$ cat src/rtl/core/hcb_pkg.sv
// ------------------------------------------------------------------------
// hcb_pkg
// sizes, types and state codes of the huffman code builder
// ------------------------------------------------------------------------
package hcb_pkg;

	localparam int NUM_SYMBOLS = 8;
	localparam int WEIGHT_BITS = 16;
	localparam int NODE_COUNT  = 2 * NUM_SYMBOLS - 1;
	localparam int IDX_W       = $clog2(2 * NUM_SYMBOLS);
	localparam int SYM_IDX_W   = $clog2(NUM_SYMBOLS);
	localparam int CNT_W       = $clog2(NUM_SYMBOLS + 1);
	localparam int SUM_W       = WEIGHT_BITS + $clog2(NUM_SYMBOLS);
	localparam int LOAD_W      = (WEIGHT_BITS < 16) ? WEIGHT_BITS : 16;
	localparam int LEN_W       = 3;
	localparam int CODE_W      = 7;

	typedef logic [IDX_W-1:0] idx_t;
	typedef logic [SUM_W-1:0] sum_t;

	// no-child marker, above the highest node index
	localparam idx_t NO_CHILD = {IDX_W{1'b1}};

	// running minimum passed from cell to cell
	typedef struct packed {
		logic valid;
		logic found;
		idx_t idx;
		sum_t weight;
	} token_t;

	// node store commands broadcast to every cell
	typedef struct packed {
		logic wr;
		idx_t wr_idx;
		sum_t wr_weight;
		idx_t wr_left;
		idx_t wr_right;
		logic deact;
		idx_t deact_idx;
		logic clear;
	} node_cmd_t;

	typedef enum logic [2:0] {
		ST_IDLE,
		ST_LAUNCH,
		ST_WAIT,
		ST_MERGE,
		ST_WALK,
		ST_CLEAR
	} state_t;

endpackage

$ cat src/rtl/core/huffman_code_builder_unit.sv
// ------------------------------------------------------------------------
// huffman_code_builder_unit
// loads weighted symbols, builds a huffman tree in a cell chain and
// reports the code of every leaf in depth-first order
// ------------------------------------------------------------------------
//  channel  | ports                                        | handshake
//  ---------+----------------------------------------------+-------------------
//  input    | symbol, weight, last_symbol                  | start & !busy
//  result   | leaf_symbol, code_length, code_bits, last_code | code_valid strobe
//
// loading accepts one item per cycle while the block is not busy. each of
// the k-1 merges runs two minimum scans through the NODE_COUNT cells of the
// chain plus one write step; the walk then visits every node of the tree and
// a clearing step follows. busy is high from the last item until the block
// is ready again. reset clears all control state and the node links.
// results cannot be stalled.
module huffman_code_builder_unit (
	input  logic       clk,
	input  logic       arst_n,
	input  logic       start,
	output logic       busy,
	input  logic [7:0] symbol,
	input  logic [15:0] weight,
	input  logic       last_symbol,
	output logic       code_valid,
	output logic [7:0] leaf_symbol,
	output logic [2:0] code_length,
	output logic [6:0] code_bits,
	output logic       last_code
);
	import hcb_pkg::*;

	state_t state_q;
	state_t state_d;

	logic [CNT_W-1:0] load_cnt_q;
	idx_t             n_q;
	idx_t             end_idx_q;
	logic             pick_b_q;
	idx_t             a_idx_q;
	sum_t             a_w_q;
	idx_t             b_idx_q;
	sum_t             b_w_q;

	idx_t             cur_q;
	logic [LEN_W-1:0] depth_q;
	logic [CODE_W-1:0] code_q;
	logic [CNT_W-1:0] sp_q;
	idx_t             stk_node_q  [NUM_SYMBOLS];
	logic [LEN_W-1:0] stk_depth_q [NUM_SYMBOLS];
	logic [CODE_W-1:0] stk_code_q [NUM_SYMBOLS];
	logic [7:0]       sym_q [NUM_SYMBOLS];

	logic             out_valid_q;
	logic [7:0]       out_sym_q;
	logic [LEN_W-1:0] out_len_q;
	logic [CODE_W-1:0] out_code_q;
	logic             out_last_q;

	node_cmd_t        cmd;
	logic             launch;
	token_t           scan;
	idx_t [NODE_COUNT-1:0] node_left;
	idx_t [NODE_COUNT-1:0] node_right;

	logic             accept;
	logic             build;
	logic             is_leaf;
	logic             merge_done;

	hcb_node_chain u_chain (
		.clk    (clk),
		.arst_n (arst_n),
		.cmd    (cmd),
		.launch (launch),
		.result (scan),
		.left   (node_left),
		.right  (node_right)
	);

	assign accept     = start && (state_q == ST_IDLE);
	assign build      = last_symbol || (load_cnt_q == CNT_W'(NUM_SYMBOLS - 1));
	assign is_leaf    = (node_left[cur_q] == NO_CHILD) && (node_right[cur_q] == NO_CHILD);
	assign merge_done = (n_q == end_idx_q);

	// next state
	always_comb begin
		state_d = state_q;
		unique case (state_q)
			ST_IDLE: begin
				if (accept && build) begin
					state_d = (load_cnt_q == '0) ? ST_WALK : ST_LAUNCH;
				end
			end
			ST_LAUNCH: state_d = ST_WAIT;
			ST_WAIT: begin
				if (scan.valid) begin
					state_d = pick_b_q ? ST_MERGE : ST_LAUNCH;
				end
			end
			ST_MERGE: state_d = merge_done ? ST_WALK : ST_LAUNCH;
			ST_WALK: begin
				if (is_leaf && (sp_q == '0)) begin
					state_d = ST_CLEAR;
				end
			end
			ST_CLEAR: state_d = ST_IDLE;
			default:  state_d = ST_IDLE;
		endcase
	end

	// node commands and scan launch
	always_comb begin
		cmd    = '0;
		launch = 1'b0;
		unique case (state_q)
			ST_IDLE: begin
				cmd.wr        = accept;
				cmd.wr_idx    = IDX_W'(load_cnt_q);
				cmd.wr_weight = SUM_W'(weight[LOAD_W-1:0]);
				cmd.wr_left   = NO_CHILD;
				cmd.wr_right  = NO_CHILD;
			end
			ST_LAUNCH: launch = 1'b1;
			ST_WAIT: begin
				cmd.deact     = scan.valid;
				cmd.deact_idx = scan.idx;
			end
			ST_MERGE: begin
				cmd.wr        = 1'b1;
				cmd.wr_idx    = n_q;
				cmd.wr_weight = a_w_q + b_w_q;
				cmd.wr_left   = a_idx_q;
				cmd.wr_right  = b_idx_q;
			end
			ST_WALK: ;
			ST_CLEAR: cmd.clear = 1'b1;
			default: ;
		endcase
	end

	// state register
	always_ff @(posedge clk or negedge arst_n) begin
		if (!arst_n) begin
			state_q <= ST_IDLE;
		end else begin
			state_q <= state_d;
		end
	end

	// load count, merge bookkeeping and walk control
	always_ff @(posedge clk or negedge arst_n) begin
		if (!arst_n) begin
			load_cnt_q <= '0;
			n_q        <= '0;
			end_idx_q  <= '0;
			pick_b_q   <= 1'b0;
			cur_q      <= '0;
			depth_q    <= '0;
			code_q     <= '0;
			sp_q       <= '0;
		end else begin
			unique case (state_q)
				ST_IDLE: begin
					if (accept) begin
						load_cnt_q <= load_cnt_q + 1'b1;
						n_q        <= IDX_W'(load_cnt_q) + 1'b1;
						end_idx_q  <= IDX_W'({load_cnt_q, 1'b0});
						pick_b_q   <= 1'b0;
						cur_q      <= '0;
						depth_q    <= '0;
						code_q     <= '0;
						sp_q       <= '0;
					end
				end
				ST_LAUNCH: ;
				ST_WAIT: begin
					if (scan.valid) begin
						pick_b_q <= !pick_b_q;
					end
				end
				ST_MERGE: begin
					n_q <= n_q + 1'b1;
					if (merge_done) begin
						cur_q <= n_q;
					end
				end
				ST_WALK: begin
					if (is_leaf) begin
						if (sp_q != '0) begin
							sp_q    <= sp_q - 1'b1;
							cur_q   <= stk_node_q[sp_q[SYM_IDX_W-1:0] - 1'b1];
							depth_q <= stk_depth_q[sp_q[SYM_IDX_W-1:0] - 1'b1];
							code_q  <= stk_code_q[sp_q[SYM_IDX_W-1:0] - 1'b1];
						end
					end else begin
						sp_q    <= sp_q + 1'b1;
						cur_q   <= node_left[cur_q];
						depth_q <= depth_q + 1'b1;
						code_q  <= {code_q[CODE_W-2:0], 1'b0};
					end
				end
				ST_CLEAR: load_cnt_q <= '0;
				default: ;
			endcase
		end
	end

	// payload: symbols, picked nodes and pending right branches
	always_ff @(posedge clk) begin
		if (accept) begin
			sym_q[load_cnt_q[SYM_IDX_W-1:0]] <= symbol;
		end
		if ((state_q == ST_WAIT) && scan.valid) begin
			if (pick_b_q) begin
				b_idx_q <= scan.idx;
				b_w_q   <= scan.weight;
			end else begin
				a_idx_q <= scan.idx;
				a_w_q   <= scan.weight;
			end
		end
		if ((state_q == ST_WALK) && !is_leaf) begin
			stk_node_q[sp_q[SYM_IDX_W-1:0]]  <= node_right[cur_q];
			stk_depth_q[sp_q[SYM_IDX_W-1:0]] <= depth_q + 1'b1;
			stk_code_q[sp_q[SYM_IDX_W-1:0]]  <= {code_q[CODE_W-2:0], 1'b1};
		end
	end

	// result strobe
	always_ff @(posedge clk or negedge arst_n) begin
		if (!arst_n) begin
			out_valid_q <= 1'b0;
		end else begin
			out_valid_q <= (state_q == ST_WALK) && is_leaf;
		end
	end

	// result payload
	always_ff @(posedge clk) begin
		if ((state_q == ST_WALK) && is_leaf) begin
			out_sym_q  <= sym_q[cur_q[SYM_IDX_W-1:0]];
			out_len_q  <= depth_q;
			out_code_q <= code_q;
			out_last_q <= (sp_q == '0);
		end
	end

	assign busy        = (state_q != ST_IDLE);
	assign code_valid  = out_valid_q;
	assign leaf_symbol = out_sym_q;
	assign code_length = out_len_q;
	assign code_bits   = out_code_q;
	assign last_code   = out_last_q;

endmodule

$ cat src/rtl/core/hcb_cell.sv
// ------------------------------------------------------------------------
// hcb_cell
// one tree node: weight, children, active flag and one minimum-scan step
// ------------------------------------------------------------------------
module hcb_cell (
	input  logic               clk,
	input  logic               arst_n,
	input  hcb_pkg::idx_t      cell_idx,
	input  hcb_pkg::node_cmd_t cmd,
	input  hcb_pkg::token_t    tok_in,
	output hcb_pkg::token_t    tok_out,
	output hcb_pkg::idx_t      left,
	output hcb_pkg::idx_t      right
);
	import hcb_pkg::*;

	logic   active_q;
	sum_t   weight_q;
	idx_t   left_q;
	idx_t   right_q;
	token_t tok_q;
	token_t tok_d;
	logic   take;

	// take over the minimum when active and strictly lighter, or when none is found yet
	always_comb begin
		take  = tok_in.valid && active_q && (!tok_in.found || (weight_q < tok_in.weight));
		tok_d = tok_in;
		if (take) begin
			tok_d.found  = 1'b1;
			tok_d.idx    = cell_idx;
			tok_d.weight = weight_q;
		end
	end

	// scan token register
	always_ff @(posedge clk or negedge arst_n) begin
		if (!arst_n) begin
			tok_q <= '0;
		end else begin
			tok_q <= tok_d;
		end
	end

	// node control state
	always_ff @(posedge clk or negedge arst_n) begin
		if (!arst_n) begin
			active_q <= 1'b0;
			left_q   <= NO_CHILD;
			right_q  <= NO_CHILD;
		end else if (cmd.clear) begin
			active_q <= 1'b0;
			left_q   <= NO_CHILD;
			right_q  <= NO_CHILD;
		end else begin
			if (cmd.wr && (cmd.wr_idx == cell_idx)) begin
				active_q <= 1'b1;
				left_q   <= cmd.wr_left;
				right_q  <= cmd.wr_right;
			end
			if (cmd.deact && (cmd.deact_idx == cell_idx)) begin
				active_q <= 1'b0;
			end
		end
	end

	// node weight, read only while active
	always_ff @(posedge clk) begin
		if (cmd.wr && (cmd.wr_idx == cell_idx)) begin
			weight_q <= cmd.wr_weight;
		end
	end

	assign tok_out = tok_q;
	assign left    = left_q;
	assign right   = right_q;

endmodule

$ cat src/rtl/core/hcb_node_chain.sv
// ------------------------------------------------------------------------
// hcb_node_chain
// row of node cells; the scan token moves one cell per cycle
// ------------------------------------------------------------------------
module hcb_node_chain (
	input  logic                                  clk,
	input  logic                                  arst_n,
	input  hcb_pkg::node_cmd_t                    cmd,
	input  logic                                  launch,
	output hcb_pkg::token_t                       result,
	output hcb_pkg::idx_t [hcb_pkg::NODE_COUNT-1:0] left,
	output hcb_pkg::idx_t [hcb_pkg::NODE_COUNT-1:0] right
);
	import hcb_pkg::*;

	token_t tok [NODE_COUNT+1];

	// fresh token enters the first cell
	assign tok[0] = '{valid: launch, found: 1'b0, idx: '0, weight: '0};

	// cells in index order so ties go to the lower index
	for (genvar i = 0; i < NODE_COUNT; i++) begin : g_cell
		hcb_cell u_cell (
			.clk      (clk),
			.arst_n   (arst_n),
			.cell_idx (IDX_W'(i)),
			.cmd      (cmd),
			.tok_in   (tok[i]),
			.tok_out  (tok[i+1]),
			.left     (left[i]),
			.right    (right[i])
		);
	end

	assign result = tok[NODE_COUNT];

endmodule

$ cat config.mk
export PLATFORM = sky130hd
export DESIGN_NAME = huffman_code_builder_unit
export DESIGN_NICKNAME = d
export VERILOG_FILES = /design/src/rtl/core/hcb_pkg.sv /design/src/rtl/core/huffman_code_builder_unit.sv /design/src/rtl/core/hcb_cell.sv /design/src/rtl/core/hcb_node_chain.sv
export SDC_FILE = /design/constraint.sdc
export NUM_CORES = 2
export LEC_CHECK = 0
export BUFFER_PORTS_ARGS = -buffer_cell sky130_fd_sc_hd__buf_2
export CELL_PAD_IN_SITES_DETAIL_PLACEMENT = 1
export CELL_PAD_IN_SITES_GLOBAL_PLACEMENT = 1
export CORE_UTILIZATION = 48
export CTS_CLUSTER_SIZE = 24
export DETAILED_ROUTE_END_ITERATION = 12
export HOLD_SLACK_MARGIN = 0.15
export PLACE_DENSITY_LB_ADDON = 0.1
export SYNTH_ARGS = -nofsm -noshare
export SYNTH_HDL_FRONTEND = slang
export SYNTH_HIERARCHICAL = 1
export SYNTH_SLANG_ARGS = --single-unit
$ cat constraint.sdc
create_clock -name clk -period 3.65 [get_ports clk]
set_input_delay 0.365 -clock clk [delete_from_list [all_inputs] [get_ports clk]]
set_output_delay 0.365 -clock clk [all_outputs]
set_load 0.02 [all_outputs]
After elaboration in Yosys (flattened, before gate mapping)
Memories as Yosys holds them, arrays and structs flattened. A register that Yosys moved wholly into a read port is not among the register bits.
Index checks and enable logic that the tools add are counted.
{"block": "word_totals", "regBits": 885, "mem_bits_rw": 168, "input_bits": 28, "output_inout_bits": 21, "word_cells": 515, "n_memories": 4}
{"memory": "sym_q", "depth": 8, "word_bits": 8, "rd": 1, "rd_clocked_by_memory_dff": 1, "write_ports": 1, "line_no": "huffman_code_builder_unit.sv:52", "text": "logic [7:0] sym_q [NUM_SYMBOLS];"}
{"memory": "stk_code_q", "depth": 8, "word_bits": 6, "rd": 1, "rd_clocked_by_memory_dff": 0, "write_ports": 1, "line_no": "huffman_code_builder_unit.sv:51", "text": "logic [CODE_W-1:0] stk_code_q [NUM_SYMBOLS];"}
{"memory": "stk_node_q", "depth": 8, "word_bits": 4, "rd": 1, "rd_clocked_by_memory_dff": 0, "write_ports": 1, "line_no": "huffman_code_builder_unit.sv:49", "text": "idx_t stk_node_q [NUM_SYMBOLS];"}
{"memory": "stk_depth_q", "depth": 8, "word_bits": 3, "rd": 1, "rd_clocked_by_memory_dff": 0, "write_ports": 1, "line_no": "huffman_code_builder_unit.sv:50", "text": "logic [LEN_W-1:0] stk_depth_q [NUM_SYMBOLS];"}
{"block": "op_classes", "n_addsub": 7, "n_lt_le_gt_ge": 15, "n_eq_ne": 43, "mux": 161, "n_bitwise": 1, "n_reduce_logical": 148}
{"cell": "2-to-1 mux 24 bit", "count": 14}
{"cell": "2-to-1 mux 4 bit", "count": 69}
{"cell": "< comparator 19 bit", "count": 14}
{"cell": "logical AND 1 bit", "count": 66}
{"cell": "== test 4 bit (second input constant)", "count": 16}
{"cell": "case mux 32 bit (2 select lines)", "count": 1}
{"cell": "2-to-1 mux 1 bit", "count": 53}
{"cell": "nonzero test 3 bit", "count": 17}
{"cell": "nonzero test 2 bit", "count": 19}
{"cell": "== test 4 x 3 -> 1 bit (second input constant)", "count": 9}
{"cell": "binary-select mux 4 bit (select 4 bit)", "count": 2}
{"cell": "2-to-1 mux 3 bit", "count": 8}
{"cell": "case mux 4 bit (2 select lines)", "count": 3}
{"cell": "2-to-1 mux 23 bit", "count": 1}
{"cell": "2-to-1 mux 7 bit", "count": 3}
{"cell": "adder 19 bit", "count": 1}
{"cell": "== test 4 x 2 -> 1 bit (second input constant)", "count": 4}
{"cell": "logical NOT 1 bit", "count": 16}
{"cell": "logical NOT 4 bit", "count": 4}
{"cell": "logical OR 1 bit", "count": 15}
{"cell": "case mux 3 bit (5 select lines)", "count": 1}
{"cell": "case mux 7 bit (2 select lines)", "count": 1}
{"cell": "adder 4 x 1 -> 4 bit (second input constant)", "count": 3}
{"cell": "case mux 4 bit (3 select lines)", "count": 1}
{"cell": "other kinds (22)", "count": 34}

Longest topological paths before layout
{"block": "logic_depth", "ltp_word": 8, "depth_mapped": 18, "ltp_nobuf": 13}

By module
Netlist, hierarchy kept.
{"mod": "hcb_cell", "n_inst": 15, "cells_each": 340, "area_per_inst_um2": 3585.9, "seq_area_each_um2": 1431.4}
{"mod": "huffman_code_builder_unit", "n_inst": 1, "cells_each": 851, "area_per_inst_um2": 12603.3, "seq_area_each_um2": 7847.5}
{"mod": "hcb_node_chain", "n_inst": 1, "cells_each": 2, "area_per_inst_um2": 7.5, "seq_area_each_um2": 0.0}

Worst setup path before layout
No wires, ideal clock.
{"block": "synth_path", "kind": "reg-to-reg", "start": "reg state_q[1]", "end": "reg u_chain.g_cell[10].u_cell.active_q", "setup_ns": 0.099, "arrival_time_ns": 4.036, "t_required_ns": 3.551, "setup_slack_ns": -0.486, "path_stages_with_launch": 12, "n_path_buf": 3, "period_less_slack_ns": 4.136, "cell_sequence": "dfrtp_1 -> clkbuf_1 -> nor3_1 -> inv_1 -> clkbuf_1 -> o21ai_0 -> xnor2_1 -> nand2_1 -> nor4_4 -> buf_4 -> nor2_1 -> a311oi_1"}
{"item": "start, declared", "line_no": "huffman_code_builder_unit.sv:33", "text": "state_t state_q;"}
{"item": "start signal, assigned", "line_no": "huffman_code_builder_unit.sv:147", "text": "state_q <= state_d;"}
{"item": "end signal, assigned", "line_no": "hcb_cell.sv:48", "text": "active_q <= 1'b0;"}
{"item": "end signal, assigned", "line_no": "hcb_cell.sv:52", "text": "active_q <= 1'b0;"}
{"item": "end signal, assigned", "line_no": "hcb_cell.sv:57", "text": "active_q <= 1'b1;"}
{"item": "end, declared", "line_no": "hcb_cell.sv:17", "text": "logic active_q;"}

Worst setup path in the final report
{"block": "layout_path", "start": "reg cur_q[0]", "end": "mem stk_depth_q[0][2], enable pin"}
{"block": "layout_between", "elab_chain_cells": 8, "word_cells_on_any_way": 11, "classes_between": "2 x eq/ne; 6 x mux; 3 x reduce/logical"}
{"item": "start, declared", "line_no": "huffman_code_builder_unit.sv:45", "text": "idx_t cur_q;"}
{"item": "start signal, assigned", "line_no": "huffman_code_builder_unit.sv:185", "text": "cur_q <= n_q;"}
{"item": "start signal, assigned", "line_no": "huffman_code_builder_unit.sv:192", "text": "cur_q <= stk_node_q[sp_q[SYM_IDX_W-1:0] - 1'b1];"}
{"item": "start signal, assigned", "line_no": "huffman_code_builder_unit.sv:198", "text": "cur_q <= node_left[cur_q];"}
{"item": "binary-select mux 4 bit (select 4 bit)", "line_no": "huffman_code_builder_unit.sv:83", "text": "assign is_leaf = (node_left[cur_q] == NO_CHILD) && (node_right[cur_q] == NO_CHILD);"}
{"item": "2-to-1 mux 4 bit (not written as such)", "line_no": "huffman_code_builder_unit.sv:83"}
{"item": "== test 4 bit", "line_no": "huffman_code_builder_unit.sv:83"}
{"item": "logical AND 1 bit *", "line_no": "huffman_code_builder_unit.sv:83"}
{"item": "logical NOT 1 bit *", "line_no": "huffman_code_builder_unit.sv:223", "text": "if ((state_q == ST_WALK) && !is_leaf) begin"}
{"item": "logical AND 1 bit *", "line_no": "huffman_code_builder_unit.sv:223"}
{"item": "2-to-1 mux 1 bit *", "line_no": "huffman_code_builder_unit.sv:223"}
{"item": "2-to-1 mux 1 bit (not written as such) *", "line_no": "huffman_code_builder_unit.sv:225", "text": "stk_depth_q[sp_q[SYM_IDX_W-1:0]] <= depth_q + 1'b1;"}
{"item": "end, declared", "line_no": "huffman_code_builder_unit.sv:50"}
Mark *: on every way between the ends. The rest lies on a longest branch, timed or not. The select of a mux whose other input is x is not followed.

==> results.sh <==
export IMPL_antenna_left=0
export IMPL_drive_above_1_share=0.1840
export IMPL_start_kind="register"
export IMPL_hold_violations=0
export IMPL_maxSlewViolCount=0
export IMPL_syn_to_final_growth_pct=10.75
export IMPL_dieArea_sq_mm=0.1398
export IMPL_clock_sinks=1061
export IMPL_finalClockSkew_ns=0.03214
export IMPL_ctsLongestPathBuffers=3
export IMPL_final_nets=6490
export IMPL_gr_usage_all_layers=0.2863
export IMPL_nFillCells=14420
export IMPL_rr_worst_depth=9
export IMPL_io_pins=49
export IMPL_die_x_um=373.8
export IMPL_critPathKind="register to register"
export IMPL_synth_warnings=6
export IMPL_clkTransAtPathRegs_ns=0.06
export IMPL_setup_tns_ns=0
export IMPL_num_vias=50400
export IMPL_numCtsBuffers=118
export IMPL_reg2reg_slack_ns=0.14
export IMPL_syn_area_sq_mm=0.06637
export IMPL_p_per_area_mw_per_mm2=409.5
export IMPL_viasPerCell=6.241
export IMPL_max_freq_mhz=285.2
export IMPL_power_mw=30.10
export IMPL_gp_congestion=0.8242
export IMPL_cap_violations=0
export IMPL_cp_cell_sequence="buf_6 -> mux4_2 -> a22oi_1 -> a2111oi_4 -> nand4b_4 -> buf_4 -> nand2_1 -> nor4_2 -> buf_4"
export IMPL_crit_path_top_delay_cell="dfrtp_4"
export IMPL_dp_cells=7827
export IMPL_grt_ovfl_total=0
export IMPL_drc=0
export IMPL_grt_pass1_vias=52160
export IMPL_coreArea_sq_mm=0.1373
export IMPL_post_route_util=0.5353
export IMPL_slowest_delay_ns=0.58
export IMPL_clock_latency_ns=0.77
export IMPL_start_util=0.4833
export IMPL_crit_required_ns=4.11
export IMPL_period_minus_slack_ns=3.506
export IMPL_crit_fanout=24
export IMPL_crit_top_cell="buf_4"
export IMPL_hp_class="primary input to async pin"
export IMPL_die_h_um=373.8
export IMPL_htree_levels=3
export IMPL_io_buffers=48
export IMPL_wl_per_cell_um=24.87
export IMPL_grt_pass1_wl_um=315100
export IMPL_vdd_drop_max_mv=0.4795
export IMPL_end_kind="register"
export IMPL_drtIter0Drc=3808
export IMPL_num_rows=136
export IMPL_max_slew_margin_rel=0.1363
export IMPL_wirelength_um=200900
export IMPL_place_hpwl_um=127800
export IMPL_setup_viol_count_final=0
export IMPL_stdcell_count=8076
export IMPL_r2r_end="stk_depth_q[0][2]$_DFFE_PP_"
export IMPL_period_share=0.9606
export IMPL_pre_cts_ws_ns=0.1213
export IMPL_p_leak_nw=29.45
export IMPL_tightestPinTransition_ns=1.289
export IMPL_dr_pass1_iters=5
export IMPL_cts_tree="built"
export IMPL_status="finished, final reports clean"
export IMPL_grt_antenna_before_repair=8
export IMPL_grt_max_degree=136
export IMPL_critical_path_arrival_ns=3.97
export IMPL_r2r_start="cur_q[0]$_DFFE_PN0P_"
export IMPL_syn_area_per_cell_sq_um=11.15
export IMPL_syn_inst=5951
export IMPL_root_buffer="clkbuf_16"
export IMPL_finalWorstSetupSlack_ns=0.1439
flip-flops by register name, indices dropped and copies added, names as in the netlist, 19 cells and up:
| name | flops |
|---|---|
| u_chain/g_cell.u_cell/weight_q | 285 |
| stk_code_q | 48 |
| a_w_q | 19 |
| stk_node_q | 32 |
| sym_q | 64 |
| b_w_q | 19 |
| u_chain/g_cell.u_cell/right | 60 |
| stk_depth_q | 24 |
| u_chain/g_cell.u_cell/tok_out | 374 |
| u_chain/g_cell.u_cell/left | 60 |
worst max path at each step:
stage / startpoint / end / depth (start not counted)
after floorplan: cur_q[0]$_DFFE_PN0P_ / stk_code_q[0][0]$_DFFE_PP_ / 9
after global placement: cur_q[0]$_DFFE_PN0P_ / stk_depth_q[1][1]$_DFFE_PP_ / 9
after detailed placement: cur_q[0]$_DFFE_PN0P_ / stk_depth_q[0][1]$_DFFE_PP_ / 9
after CTS: cur_q[0]$_DFFE_PN0P_ / stk_depth_q[0][2]$_DFFE_PP_ / 9
after global routing: a_w_q[0]$_DFFE_PP_ / u_chain/g_cell[6].u_cell/weight_q[16]$_DFFE_PP_ / 11
final: cur_q[0]$_DFFE_PN0P_ / stk_depth_q[0][2]$_DFFE_PP_ / 9
final cells by class:
type,instances,area (sq um),share of cell area
Timing Repair Buffer,299,2441,0.03321
Clock inverter,73,858.3,0.01168
Sequential cell,1061,29310,0.3987
Multi-Input combinational cell,4393,34240,0.4658
Antenna cell,11,27.53,0.0003745
Inverter,292,1096,0.01491
Clock buffer,153,3288,0.04473
Tap cell,1794,2245,0.03054
where the power goes:
group	leakage, nW	internal, mW	switching (mW)
logic	17.0	1.51	2.45
registers	10.4	13.0	0.563
clock network	2.00	7.22	5.36
total	29.4	21.7	8.37
stage by stage:
stage / cell area, sq um / hold slack (ns)
2_1_floorplan: 67510 / 0.06941
3_3_place_gp: 69200 / 0.3822
3_5_place_dp: 69200 / 0.3867
4_1_cts: 73460 / 0.1646
5_1_grt: 73480 / 0.1986
6_report: 73500 / 0.1958
critical path, delay by kind of cell, from the launching register on:
family	cells	cell delay, ns
and+or+nand+nor	3	0.69
muxes	1	0.51
AOI/OAI and AO/OA	2	0.57
DFF	1	0.58
buffers and inverters	3	0.83
per-layer routing:
metal	global-route usage	routed length, um
met5	0	0
met4	0.08005	4845
met3	0.03213	8175
met2	0.4657	96220
met1	0.4037	91650
repair_timing:
| item | in CTS | in global routing |
|---|---|---|
| resized for setup | 0 | 1 |
| hold buffers | 11 | 0 |
| setup endpoints to repair | 0 | 57 |
| hold endpoints to repair | 277 | 0 |
| setup buffers | 0 | 1 |
cell usage in the layout, fill, tap and decap left out, types with 21 or more instances in the layout:
| master | count |
|---|---|
| and3_1 | 353 |
| xnor2_1 | 39 |
| dfstp_2 | 120 |
| nor3_1 | 23 |
| nor2_1 | 67 |
| mux4_2 | 56 |
| o211ai_1 | 55 |
| buf_4 | 217 |
| mux2i_1 | 40 |
| ha_1 | 295 |
| o2111ai_1 | 345 |
| nand2_2 | 31 |
| o31a_1 | 350 |
| nand2_1 | 530 |
| nand3_1 | 38 |
| inv_1 | 291 |
| a21o_1 | 21 |
| xor2_1 | 107 |
| dfrtp_1 | 413 |
| o21ai_0 | 21 |
| clkbuf_16 | 121 |
| nor4_4 | 30 |
| conb_1 | 307 |
| a211o_1 | 136 |
| nor2b_1 | 142 |
| edfxtp_1 | 518 |
| clkinv_2 | 24 |
| buf_2 | 47 |
| nor3b_1 | 347 |
| o21ai_1 | 35 |
| buf_12 | 22 |
| a21oi_1 | 466 |
| o211ai_2 | 300 |
Note: power is estimated with default switching activity, not from simulation.
